===== src/rtl/trimmed_mean_sample_averager_top_assert.svh =====
// assertion macros for the trimmed mean sample averager
`ifndef TRIMMED_MEAN_SAMPLE_AVERAGER_TOP_ASSERT_SVH
`define TRIMMED_MEAN_SAMPLE_AVERAGER_TOP_ASSERT_SVH
`ifndef SYNTH
`define TMSA_ASSERT(lbl, prop) \
  lbl: assert property (@(posedge clk) disable iff (!rst_n) prop) \
    else $error("tmsa assertion failed");
`define TMSA_ASSERT_RST(lbl, prop) \
  lbl: assert property (@(posedge clk) prop) \
    else $error("tmsa reset assertion failed");
`else
`define TMSA_ASSERT(lbl, prop)
`define TMSA_ASSERT_RST(lbl, prop)
`endif
`endif


===== src/rtl/tmsa_pkg.sv =====
// shared constants and types for the trimmed mean sample averager
package tmsa_pkg;

  localparam int SAMPLE_IN_W = 12;
  localparam int AVG_W       = 12;
  localparam logic [AVG_W-1:0] AVG_MAX = 12'hfff;

  localparam int BURST_LENGTH_DEF  = 20;
  localparam int DISCARD_COUNT_DEF = 2;
  localparam int AVERAGE_SHIFT_DEF = 4;
  localparam int SAMPLE_WIDTH_DEF  = 12;

  typedef struct packed {
    logic [SAMPLE_IN_W-1:0] sample;
    logic                   restart;
  } tmsa_item_t;

  typedef struct packed {
    logic             last;
    logic [AVG_W-1:0] average;
  } tmsa_result_t;

endpackage


===== src/rtl/tmsa_if.sv =====
// stream interfaces for the sample input and the average output
interface tmsa_in_if import tmsa_pkg::*; ();
  logic                   valid;
  logic                   ready;
  logic [SAMPLE_IN_W-1:0] sample;
  logic                   restart;

  modport source (output valid, output sample, output restart, input ready);
  modport sink   (input valid, input sample, input restart, output ready);
endinterface

interface tmsa_out_if import tmsa_pkg::*; ();
  logic             valid;
  logic             ready;
  logic [AVG_W-1:0] average;

  modport source (output valid, output average, input ready);
  modport sink   (input valid, input average, output ready);
endinterface


===== src/rtl/trimmed_mean_sample_averager_top.sv =====
// the last sample waits in item_r; its average is then registered in avg_r
// one sample per cycle unless a burst end stalls; sum, max, min are combinational
// a burst of BURST_LENGTH samples gives one average
// a stalled output holds the pending stage only when it holds a burst end
// reset (rst_n low, synchronous) empties both registers and starts a new burst
module trimmed_mean_sample_averager_top import tmsa_pkg::*; #(
  parameter int BURST_LENGTH  = BURST_LENGTH_DEF,
  parameter int DISCARD_COUNT = DISCARD_COUNT_DEF,
  parameter int AVERAGE_SHIFT = AVERAGE_SHIFT_DEF,
  parameter int SAMPLE_WIDTH  = SAMPLE_WIDTH_DEF
) (
  input  logic       clk,
  input  logic       rst_n,
  tmsa_in_if.sink    in_chan,
  tmsa_out_if.source out_chan
);

`include "trimmed_mean_sample_averager_top_assert.svh"

  tmsa_item_t       item_r, item_nxt;
  logic             in_valid_r, in_valid_nxt;
  logic [AVG_W-1:0] avg_r, avg_nxt;
  logic             out_valid_r, out_valid_nxt;
  tmsa_result_t     result;
  logic             step;
  logic             in_fire;

  tmsa_burst #(
    .BURST_LENGTH (BURST_LENGTH),
    .DISCARD_COUNT(DISCARD_COUNT),
    .AVERAGE_SHIFT(AVERAGE_SHIFT),
    .SAMPLE_WIDTH (SAMPLE_WIDTH)
  ) u_burst (
    .clk   (clk),
    .rst_n (rst_n),
    .step  (step),
    .item  (item_r),
    .result(result)
  );

  // a burst end waits only if the output register is occupied and out ready is low
  assign step    = in_valid_r && (!result.last || !out_valid_r || out_chan.ready);
  assign in_fire = in_chan.valid && in_chan.ready;

  assign in_chan.ready    = !in_valid_r || step;
  assign out_chan.valid   = out_valid_r;
  assign out_chan.average = avg_r;

  always_comb begin
    item_nxt      = item_r;
    in_valid_nxt  = in_valid_r;
    avg_nxt       = avg_r;
    out_valid_nxt = out_valid_r;
    if (out_valid_r && out_chan.ready) out_valid_nxt = 1'b0;
    if (step) begin
      in_valid_nxt = 1'b0;
      if (result.last) begin
        avg_nxt       = result.average;
        out_valid_nxt = 1'b1;
      end
    end
    if (in_fire) begin
      item_nxt.sample  = in_chan.sample;
      item_nxt.restart = in_chan.restart;
      in_valid_nxt     = 1'b1;
    end
  end

  always_ff @(posedge clk) begin
    if (!rst_n) begin
      in_valid_r  <= 1'b0;
      out_valid_r <= 1'b0;
    end else begin
      in_valid_r  <= in_valid_nxt;
      out_valid_r <= out_valid_nxt;
    end
  end

  always_ff @(posedge clk) begin
    item_r <= item_nxt;
    avg_r  <= avg_nxt;
  end

  `TMSA_ASSERT(a_no_overwrite, step && result.last |-> !out_valid_r || out_chan.ready)
  `TMSA_ASSERT(a_stall_holds, in_valid_r && !step |=> in_valid_r && $stable(item_r))
  `TMSA_ASSERT(a_result_only_on_end, !out_valid_r ##1 out_valid_r |-> $past(step && result.last))
  `TMSA_ASSERT_RST(a_reset_empty, !rst_n |=> !in_valid_r && !out_valid_r)

endmodule


===== src/rtl/tmsa_burst.sv =====
// burst state: running sum, max and min, and the trimmed average at burst end
module tmsa_burst import tmsa_pkg::*; #(
  parameter int BURST_LENGTH  = BURST_LENGTH_DEF,
  parameter int DISCARD_COUNT = DISCARD_COUNT_DEF,
  parameter int AVERAGE_SHIFT = AVERAGE_SHIFT_DEF,
  parameter int SAMPLE_WIDTH  = SAMPLE_WIDTH_DEF
) (
  input  logic         clk,
  input  logic         rst_n,
  input  logic         step,
  input  tmsa_item_t   item,
  output tmsa_result_t result
);

  localparam int IDX_W  = $clog2(BURST_LENGTH);
  localparam int KEEP_W = (SAMPLE_WIDTH < SAMPLE_IN_W) ? SAMPLE_WIDTH : SAMPLE_IN_W;
  localparam int SUM_W  = SAMPLE_WIDTH + $clog2(BURST_LENGTH + 1);
  localparam int CW     = (SUM_W > AVG_W) ? SUM_W : AVG_W;

  logic [IDX_W-1:0]        idx_r, idx_nxt;
  logic [SUM_W-1:0]        sum_r, sum_nxt;
  logic [SAMPLE_WIDTH-1:0] max_r, max_nxt;
  logic [SAMPLE_WIDTH-1:0] min_r, min_nxt;

  logic [SAMPLE_WIDTH-1:0] s;
  logic [IDX_W-1:0]        idx_eff;
  logic                    kept;
  logic                    last;
  logic [SUM_W-1:0]        base_sum, new_sum;
  logic [SAMPLE_WIDTH-1:0] base_max, base_min, new_max, new_min;
  logic [SAMPLE_WIDTH:0]   trim;
  logic [SUM_W-1:0]        trim_ext, total;
  logic [CW-1:0]           avg_full;

  always_comb begin
    s = '0;
    s[KEEP_W-1:0] = item.sample[KEEP_W-1:0];

    // restart drops the partial burst before this sample is handled
    idx_eff  = item.restart ? '0 : idx_r;
    base_sum = item.restart ? '0 : sum_r;
    base_max = item.restart ? '0 : max_r;
    base_min = item.restart ? '1 : min_r;

    kept = 32'(idx_eff) >= 32'(DISCARD_COUNT);
    last = idx_eff == IDX_W'(BURST_LENGTH - 1);

    new_sum = base_sum;
    new_max = base_max;
    new_min = base_min;
    if (kept) begin
      new_sum = base_sum + SUM_W'(s);
      if (s > base_max) new_max = s;
      if (s < base_min) new_min = s;
    end

    // clamp at zero when too few samples were kept
    trim     = {1'b0, new_max} + {1'b0, new_min};
    trim_ext = SUM_W'(trim);
    total    = (new_sum > trim_ext) ? (new_sum - trim_ext) : '0;
    avg_full = CW'(total >> AVERAGE_SHIFT);

    result.last    = last;
    result.average = (avg_full > CW'(AVG_MAX)) ? AVG_MAX : avg_full[AVG_W-1:0];

    idx_nxt = idx_r;
    sum_nxt = sum_r;
    max_nxt = max_r;
    min_nxt = min_r;
    if (step) begin
      if (last) begin
        idx_nxt = '0;
        sum_nxt = '0;
        max_nxt = '0;
        min_nxt = '1;
      end else begin
        idx_nxt = idx_eff + IDX_W'(1);
        sum_nxt = new_sum;
        max_nxt = new_max;
        min_nxt = new_min;
      end
    end
  end

  always_ff @(posedge clk) begin
    if (!rst_n) begin
      idx_r <= '0;
      sum_r <= '0;
      max_r <= '0;
      min_r <= '1;
    end else begin
      idx_r <= idx_nxt;
      sum_r <= sum_nxt;
      max_r <= max_nxt;
      min_r <= min_nxt;
    end
  end

endmodule

===== src/flat_wrapper.sv =====
// flat-port wrapper written by rule: the top's interface ports become plain ports
module trimmed_mean_sample_averager_top_flat import tmsa_pkg::*;
#(
  parameter int BURST_LENGTH  = BURST_LENGTH_DEF,
  parameter int DISCARD_COUNT = DISCARD_COUNT_DEF,
  parameter int AVERAGE_SHIFT = AVERAGE_SHIFT_DEF,
  parameter int SAMPLE_WIDTH  = SAMPLE_WIDTH_DEF
)
  (clk, rst_n, in_chan_valid, in_chan_sample, in_chan_restart, in_chan_ready, out_chan_valid, out_chan_average, out_chan_ready);
  tmsa_in_if in_chan_i ();
  tmsa_out_if out_chan_i ();
  input  logic clk;
  input  logic rst_n;
  input wire logic [$bits(in_chan_i.valid)-1:0] in_chan_valid;
  input wire logic [$bits(in_chan_i.sample)-1:0] in_chan_sample;
  input wire logic [$bits(in_chan_i.restart)-1:0] in_chan_restart;
  output wire logic [$bits(in_chan_i.ready)-1:0] in_chan_ready;
  output wire logic [$bits(out_chan_i.valid)-1:0] out_chan_valid;
  output wire logic [$bits(out_chan_i.average)-1:0] out_chan_average;
  input wire logic [$bits(out_chan_i.ready)-1:0] out_chan_ready;
  assign in_chan_i.valid = in_chan_valid;
  assign in_chan_i.sample = in_chan_sample;
  assign in_chan_i.restart = in_chan_restart;
  assign in_chan_ready = in_chan_i.ready;
  assign out_chan_valid = out_chan_i.valid;
  assign out_chan_average = out_chan_i.average;
  assign out_chan_i.ready = out_chan_ready;
  trimmed_mean_sample_averager_top #(.BURST_LENGTH(BURST_LENGTH), .DISCARD_COUNT(DISCARD_COUNT), .AVERAGE_SHIFT(AVERAGE_SHIFT), .SAMPLE_WIDTH(SAMPLE_WIDTH)) u_core (.clk(clk), .rst_n(rst_n), .in_chan(in_chan_i), .out_chan(out_chan_i));
endmodule

===== config.mk =====
export PLATFORM = sky130hd
export DESIGN_NAME = trimmed_mean_sample_averager_top_flat
export DESIGN_NICKNAME = d
export VERILOG_FILES = /design/src/rtl/tmsa_pkg.sv /design/src/rtl/tmsa_if.sv /design/src/rtl/trimmed_mean_sample_averager_top.sv /design/src/rtl/tmsa_burst.sv /design/src/flat_wrapper.sv
export VERILOG_INCLUDE_DIRS = /design/src /design/src/rtl
export SDC_FILE = /design/constraint.sdc
export NUM_CORES = 1
export LEC_CHECK = 0
export BUFFER_PORTS_ARGS = -buffer_cell sky130_fd_sc_hd__buf_4
export CAP_MARGIN = 20
export CORE_MARGIN = 1
export CORE_UTILIZATION = 57
export DETAILED_ROUTE_END_ITERATION = 12
export GPL_TIMING_DRIVEN = 0
export HOLD_SLACK_MARGIN = 0.1
export PLACE_DENSITY = 0.78
export SYNTH_ARGS = -nofsm -noshare
export SYNTH_HDL_FRONTEND = slang
export SYNTH_SLANG_ARGS = --single-unit

===== constraint.sdc =====
create_clock -name clk -period 7.3 [get_ports clk]
set_clock_uncertainty 0.2 [all_clocks]
set_input_delay 0.365 -clock clk [delete_from_list [all_inputs] [get_ports clk]]
set_output_delay 0.365 -clock clk [all_outputs]
set_load 0.01 [all_outputs]

==> results of run 1 <==
[critical path: cells and delay by family, from the launching register on]
kind                     cells  cell delay [ns]
buffers and inverters        8             1.24
AND/OR/NAND/NOR             10             1.51
flip-flops                   1             0.40
AO/OA/AOI/OAI               11             2.32
adder cells (fa/ha/maj)      4             1.10
[routing by layer]
layer | global-route usage [%] | vias to the layer above | share of wire (%)
li1 | - | 2734 | -
met1 | 38.8 | 2681 | 41
met2 | 52.6 | 269 | 48
met3 | 5.45 | 37 | 8.7
met4 | 11.1 | 0 | 2.7
met5 | 0 | - | 0
[cell usage in the layout (no fill, tap or decap), types with 7 or more instances in the layout]
master	count
xnor2_1	18
a21o_1	14
buf_4	57
dfxtp_1	48
o21bai_1	8
and3_1	9
nor3_1	22
a22oi_1	27
ha_1	60
inv_1	28
nor2_1	62
o21ai_0	45
clkbuf_8	9
nor2b_1	65
nand2_1	49
clkbuf_1	21
nand3_1	8
a21oi_1	58
nand4_1	10
and2_1	7
dlygate4sd3_1	14
xor2_1	7
edfxtp_1	25
[Yosys cell counts, types with 7 or more instances]
master,n,share of area (%)
ha_1,62,13
nand2_1,50,3.2
nor2b_1,65,6.9
a21oi_1,59,5.0
nor3_1,22,1.9
o21ai_0,47,4.0
xor2_1,7,1.0
xnor2_1,18,2.7
nand4_1,10,1.1
clkbuf_1,26,1.7
nand3_1,9,0.76
o21bai_1,8,1.0
dfxtp_1,48,16
inv_1,28,1.8
and3_1,9,0.95
a22oi_1,27,3.4
nor2_1,66,4.2
and2_1,7,0.74
edfxtp_1,25,13
a21o_1,14,1.8
[final cells by class]
cell class	instances	area share (%)
Clock buffer	9	1.78
Inverter	29	1.58
Buffer	32	3.01
Timing Repair Buffer	70	8.07
Clock inverter	7	0.648
Multi-Input combinational cell	572	57.9
Sequential cell	73	24.6
Tap cell	133	2.39
[stage by stage]
stage | utilization, % | area [um2] | hold WS, ns | instances
floorplan | - | 5920 | 0.264 | 707
global placement | 63.7 | 6310 | 0.306 | 870
detailed placement | 63.7 | 6310 | 0.318 | 870
CTS | 68.3 | 6770 | 0.192 | 911
global route | 70.1 | 6950 | 0.211 | 925
finish | 70.1 | 6950 | 0.193 | 925
[how the worst max path moves through the flow]
stage                                   to             start
3_3_place_gp   u_core.out_chan.average[10]  u_core.item_r[0]
4_1_cts        u_core.out_chan.average[10]  u_core.item_r[0]
2_1_floorplan  u_core.out_chan.average[10]  u_core.item_r[0]
5_1_grt        u_core.out_chan.average[10]  u_core.item_r[0]
3_5_place_dp   u_core.out_chan.average[10]  u_core.item_r[0]
6_report       u_core.out_chan.average[10]  u_core.item_r[0]
[logic make-up after synthesis]
logic type      synth area share [%]
xor+xnor                        3.70
mux                             1.25
flops                           28.9
buf+inv                         4.34
simple gates                    23.9
fa+ha+maj                       13.8
compound gates                  24.0
[sequential cells by signal (all words and copies together) (netlist names)]
name / count
u_core.u_burst.sum_r: 17
u_core.out_chan.average: 12
u_core.in_valid_r: 1
u_core.item_r: 13
u_core.u_burst.max_r: 12
u_core.out_chan.valid: 1
u_core.u_burst.min_r: 12
u_core.u_burst.idx_r: 5
[power by group]
| group | internal (uW) | leakage (uW) | total (uW) | switching, uW |
|---|---|---|---|---|
| clock | 123 | 0.0000908 | 296 | 173 |
| combinational | 68.0 | 0.00214 | 161 | 93.1 |
| sequential | 427 | 0.000625 | 441 | 14.5 |
| total | 618 | 0.00286 | 898 | 281 |
[timing repair]
action                                 4_1_cts  5_1_grt
hold buffers                                14        0
pin swaps                                    6       19
setup endpoints to repair                   12       12
setup buffers                               11       14
endpoints found under the hold margin       14        0
gates resized for setup                     22       24
==> flow_summary.yaml, run 1 <==
status:
  status: "completed"
yosys:
  synth_edf_count: 25
  synth_nets: 788
  yosys_warnings: 0
  synth.avg_cell_area_um2: 8.37
  postSynthCellCount: 707
  synth_area_um2: 5910
  synth-seq-area-share_pct: 28.9
  ys_ff_latch: 73
  synthDistinctLibCells: 75
  ys.flop_type: "dfxtp_1"
  async_flop_share_pct: 0
placement:
  place.gp.congestion: 0.932
  io_buffers: 30
  hpwl_um: 12300
  pre_cts_ws_ns: -1.24
final_layout:
  fin_nets: 868
  syn_to_final_growth_pct: 17.5
  fillers: 766
  multi_input_area_um2: 4020
  drive_gt1_share_pct: 15.7
  antenna_cells: 0
  register_area_um2: 1710
power_and_ir_drop:
  vdd_drop_max_uv: 159
  p_total_uw: 898
  p_leak_uw: 0.00286
  p_per_area_nw_per_um2: 129
floorplanning:
  die_w_um: 104
  die_area_um2: 10800
  start_util_pct: 59.7
  ios: 31
  core-area_um2: 9910
  placementRows: 36
  die_h_um: 104
drt:
  detail-route-antenna-nets: 0
  drcViolationCount: 0
  drt-total-wl_um: 16500
  routed_via_density: 6.18
  wl_per_cell_um: 17.9
  vias: 5721
  drtIter0Drc: 461
  dr.pass1.iters: 5
sta:
  finalSetupViolations: 0
  setup_ws_ns: 0.245
  maxSlewHeadroom_pct: 56.5
  period_needed_ns: 7.05
  tns_ns: 0
  max_freq_mhz: 142
  tightest_slew_ns: 0.653
  finalMaxSlewViolations: 0
  hold_violations: 0
  fin_crit_sh_pct: 96.6
setup_path:
  arrival_ns: 6.97
  cp_max_fo: 10
  critPathRequiredTime_ns: 7.21
  ff2ff_setup_slack_ns: 0.25
  r2r_start: "u_core.item_r[0]"
  crit_path_frequent_cell: "buf_8"
  reg2reg_depth: 33
  crit-reg2reg-capture: "u_core.out_chan.average[10]"
  end_kind: "register"
  critPathMaxStageDelay_ns: 0.46
  path_class: "register to register"
  cp_slowest_cell: "a2111oi_4"
  cp-start-kind: "register"
global_routing:
  grt_max_degree: 14
  grt_pass1_vias: 5514
  grt_use_total_pct: 30.8
  antenna_found_initial: 1
  grt_pass1_wl_um: 26600
  grt.overflow.total: 0
worst_hold_path:
  hp-class: "primary input to register"
  hold-path-endpoint: "u_core.u_burst.min_r[0]"
  worstHoldPathCells: 3
  min-delay-start: "rst_n"
clock_network:
  clk_latency_ns: 0.37
  cts.sink_count: 73
  root_buffer: "clkbuf_8"
  clk_pin_slew_ns: 0.09
  clock_path_buffers: 2
  cts_tree: "yes"
  numCtsBuffers: 9
  htreeDepth: 3
run:
  maxCapViolCount: 0
No activity file was read; power rests on OpenSTA's default activity.
==> inputs of run 2 (changes only) <==
Settings changed: CTS_BUF_LIST set to sky130_fd_sc_hd__clkbuf_16.
==> flow_summary.yaml, run 2 (same netlist as run 1, synthesis figures left out) <==
power_and_ir_drop:
  p_per_area_nw_per_um2: 145
  vdd_drop_max_uv: 127
  power.switching_uw: 300
  p_comb_share_pct: 16.4
  p_int_uw: 730
  switching_share_pct: 29.1
  clkPwrFrac_pct: 40.7
  p_total_uw: 1030
  power_frac_seq_pct: 42.9
  p_leak_uw: 0.00294
floorplanning:
  core-area_um2: 9910
  die_area_um2: 10800
  start_util_pct: 59.7
  die_h_um: 104
  die_w_um: 104
  placementRows: 36
  ios: 31
clock_network:
  numCtsBuffers: 9
  cts.sink_count: 73
  clock_path_buffers: 2
  clk_latency_ns: 0.34
  clk_pin_slew_ns: 0.07
  cts_tree: "yes"
  htreeDepth: 3
  root_buffer: "clkbuf_16"
final_layout:
  layout_common_cells: "nor2b_1 (65), nor2_1 (62), buf_4 (61), ha_1 (60), a21oi_1 (57)"
  largest_reg_flops: 17
  top_register: "u_core.u_burst.sum_r"
  final_cells: 930
  syn_to_final_growth_pct: 20.5
  antenna_cells: 0
  fin_nets: 873
  drive_gt1_share_pct: 16.4
  top_regs: "u_core.u_burst.sum_r x17, u_core.item_r x13"
  layout_commonest_cell: "nor2b_1"
run:
  maxCapViolCount: 0
setup_path:
  reg2reg_depth: 34
  cp_slowest_cell: "a2111oi_4"
  cp_max_fo: 10
  critPathRequiredTime_ns: 7.18
  path_class: "register to register"
  end_kind: "register"
  arrival_ns: 6.98
  cp-start-kind: "register"
  critPathMaxStageDelay_ns: 0.46
placement:
  hpwl_um: 12300
  place.gp.congestion: 0.932
  io_buffers: 30
  placed_cells: 870
  pre_cts_ws_ns: -1.24
drt:
  vias: 5805
  drtIter0Drc: 484
  detail-route-antenna-nets: 0
  routed_via_density: 6.24
  drcViolationCount: 0
  drt-total-wl_um: 17100
  wl_per_cell_um: 18.4
  dr.pass1.iters: 6
global_routing:
  grt_max_degree: 14
  grt_pass1_wl_um: 26900
  grt_pass1_vias: 5558
  grt_use_total_pct: 31.2
  grt.overflow.total: 0
  antenna_found_initial: 1
sta:
  period_needed_ns: 7.10
  fin_crit_sh_pct: 97.3
  tightest_slew_ns: 0.649
  finalSetupViolations: 0
  finalMaxSlewViolations: 0
  hold_violations: 0
  max_freq_mhz: 141
  tns_ns: 0
  hold_slack_ns: 0.225
  maxSlewHeadroom_pct: 56.7
  setup_ws_ns: 0.198
status:
  status: "completed"
worst_hold_path:
  worstHoldPathCells: 3
  hp-class: "primary input to register"
-- run 2: final cells by class --
class	instances	area (um2)
Buffer	32	220
Clock buffer	9	225
Clock inverter	7	45.0
Fill cell	729	2780
Inverter	29	110
Multi-Input combinational cell	572	4030
Sequential cell	73	1710
Tap cell	133	166
Timing Repair Buffer	75	616
-- run 2: worst max-delay path, delay by kind of cell (launching register included) --
kind                     cells  cell delay (ns)
AND/OR/NAND/NOR             12             1.66
flip-flops                   1             0.43
adder cells (fa/ha/maj)      3             0.75
buffers and inverters        8             1.09
AO/OA/AOI/OAI               11             2.69
-- run 2: what timing repair did --
| action | 4_1_cts | 5_1_grt |
|---|---|---|
| resized for setup | 22 | 30 |
| hold buffers | 14 | 0 |
| endpoints found under the hold margin | 14 | 0 |
| setup endpoints to repair | 12 | 12 |
| cloned | 0 | 1 |
| buffers inserted | 10 | 19 |
| pin swaps | 6 | 20 |
-- run 2: power groups by stage --
| stage | sequential, uW | combinational (uW) | clock, uW |
|---|---|---|---|
| floorplan | 443 | 98.3 | 0 |
| global placement | 449 | 133 | 0 |
| detailed placement | 449 | 139 | 0 |
| CTS | 440 | 151 | 417 |
| global route | 442 | 181 | 434 |
| finish | 442 | 169 | 419 |
-- run 2: routing by layer --
metal	vias to the layer above	share of wire [%]	track usage (%)	wire length, um
met5	-	0	0	0
met2	315	47	52.9	8030
met1	2694	41	38.9	6980
met4	0	3.8	13.9	657
met3	52	8.5	5.20	1460
li1	2744	-	-	-
-- run 2: worst paths after layout --
check | start | endpoint | slack [ns]
max reg2reg | u_core.item_r[0] | u_core.out_chan.average[10] | 0.20
min reg2reg | u_core.u_burst.sum_r[4] | u_core.u_burst.sum_r[4] | 0.33
min | rst_n | u_core.u_burst.min_r[0] | 0.23
max | u_core.item_r[0] | u_core.out_chan.average[10] | 0.20
-- run 2: stage by stage --
step / util (%) / cell area, um2
finish: 71.9 / 7130
global route: 71.9 / 7130
CTS: 69.2 / 6860
detailed placement: 63.7 / 6310
global placement: 63.7 / 6310
floorplan: - / 5920
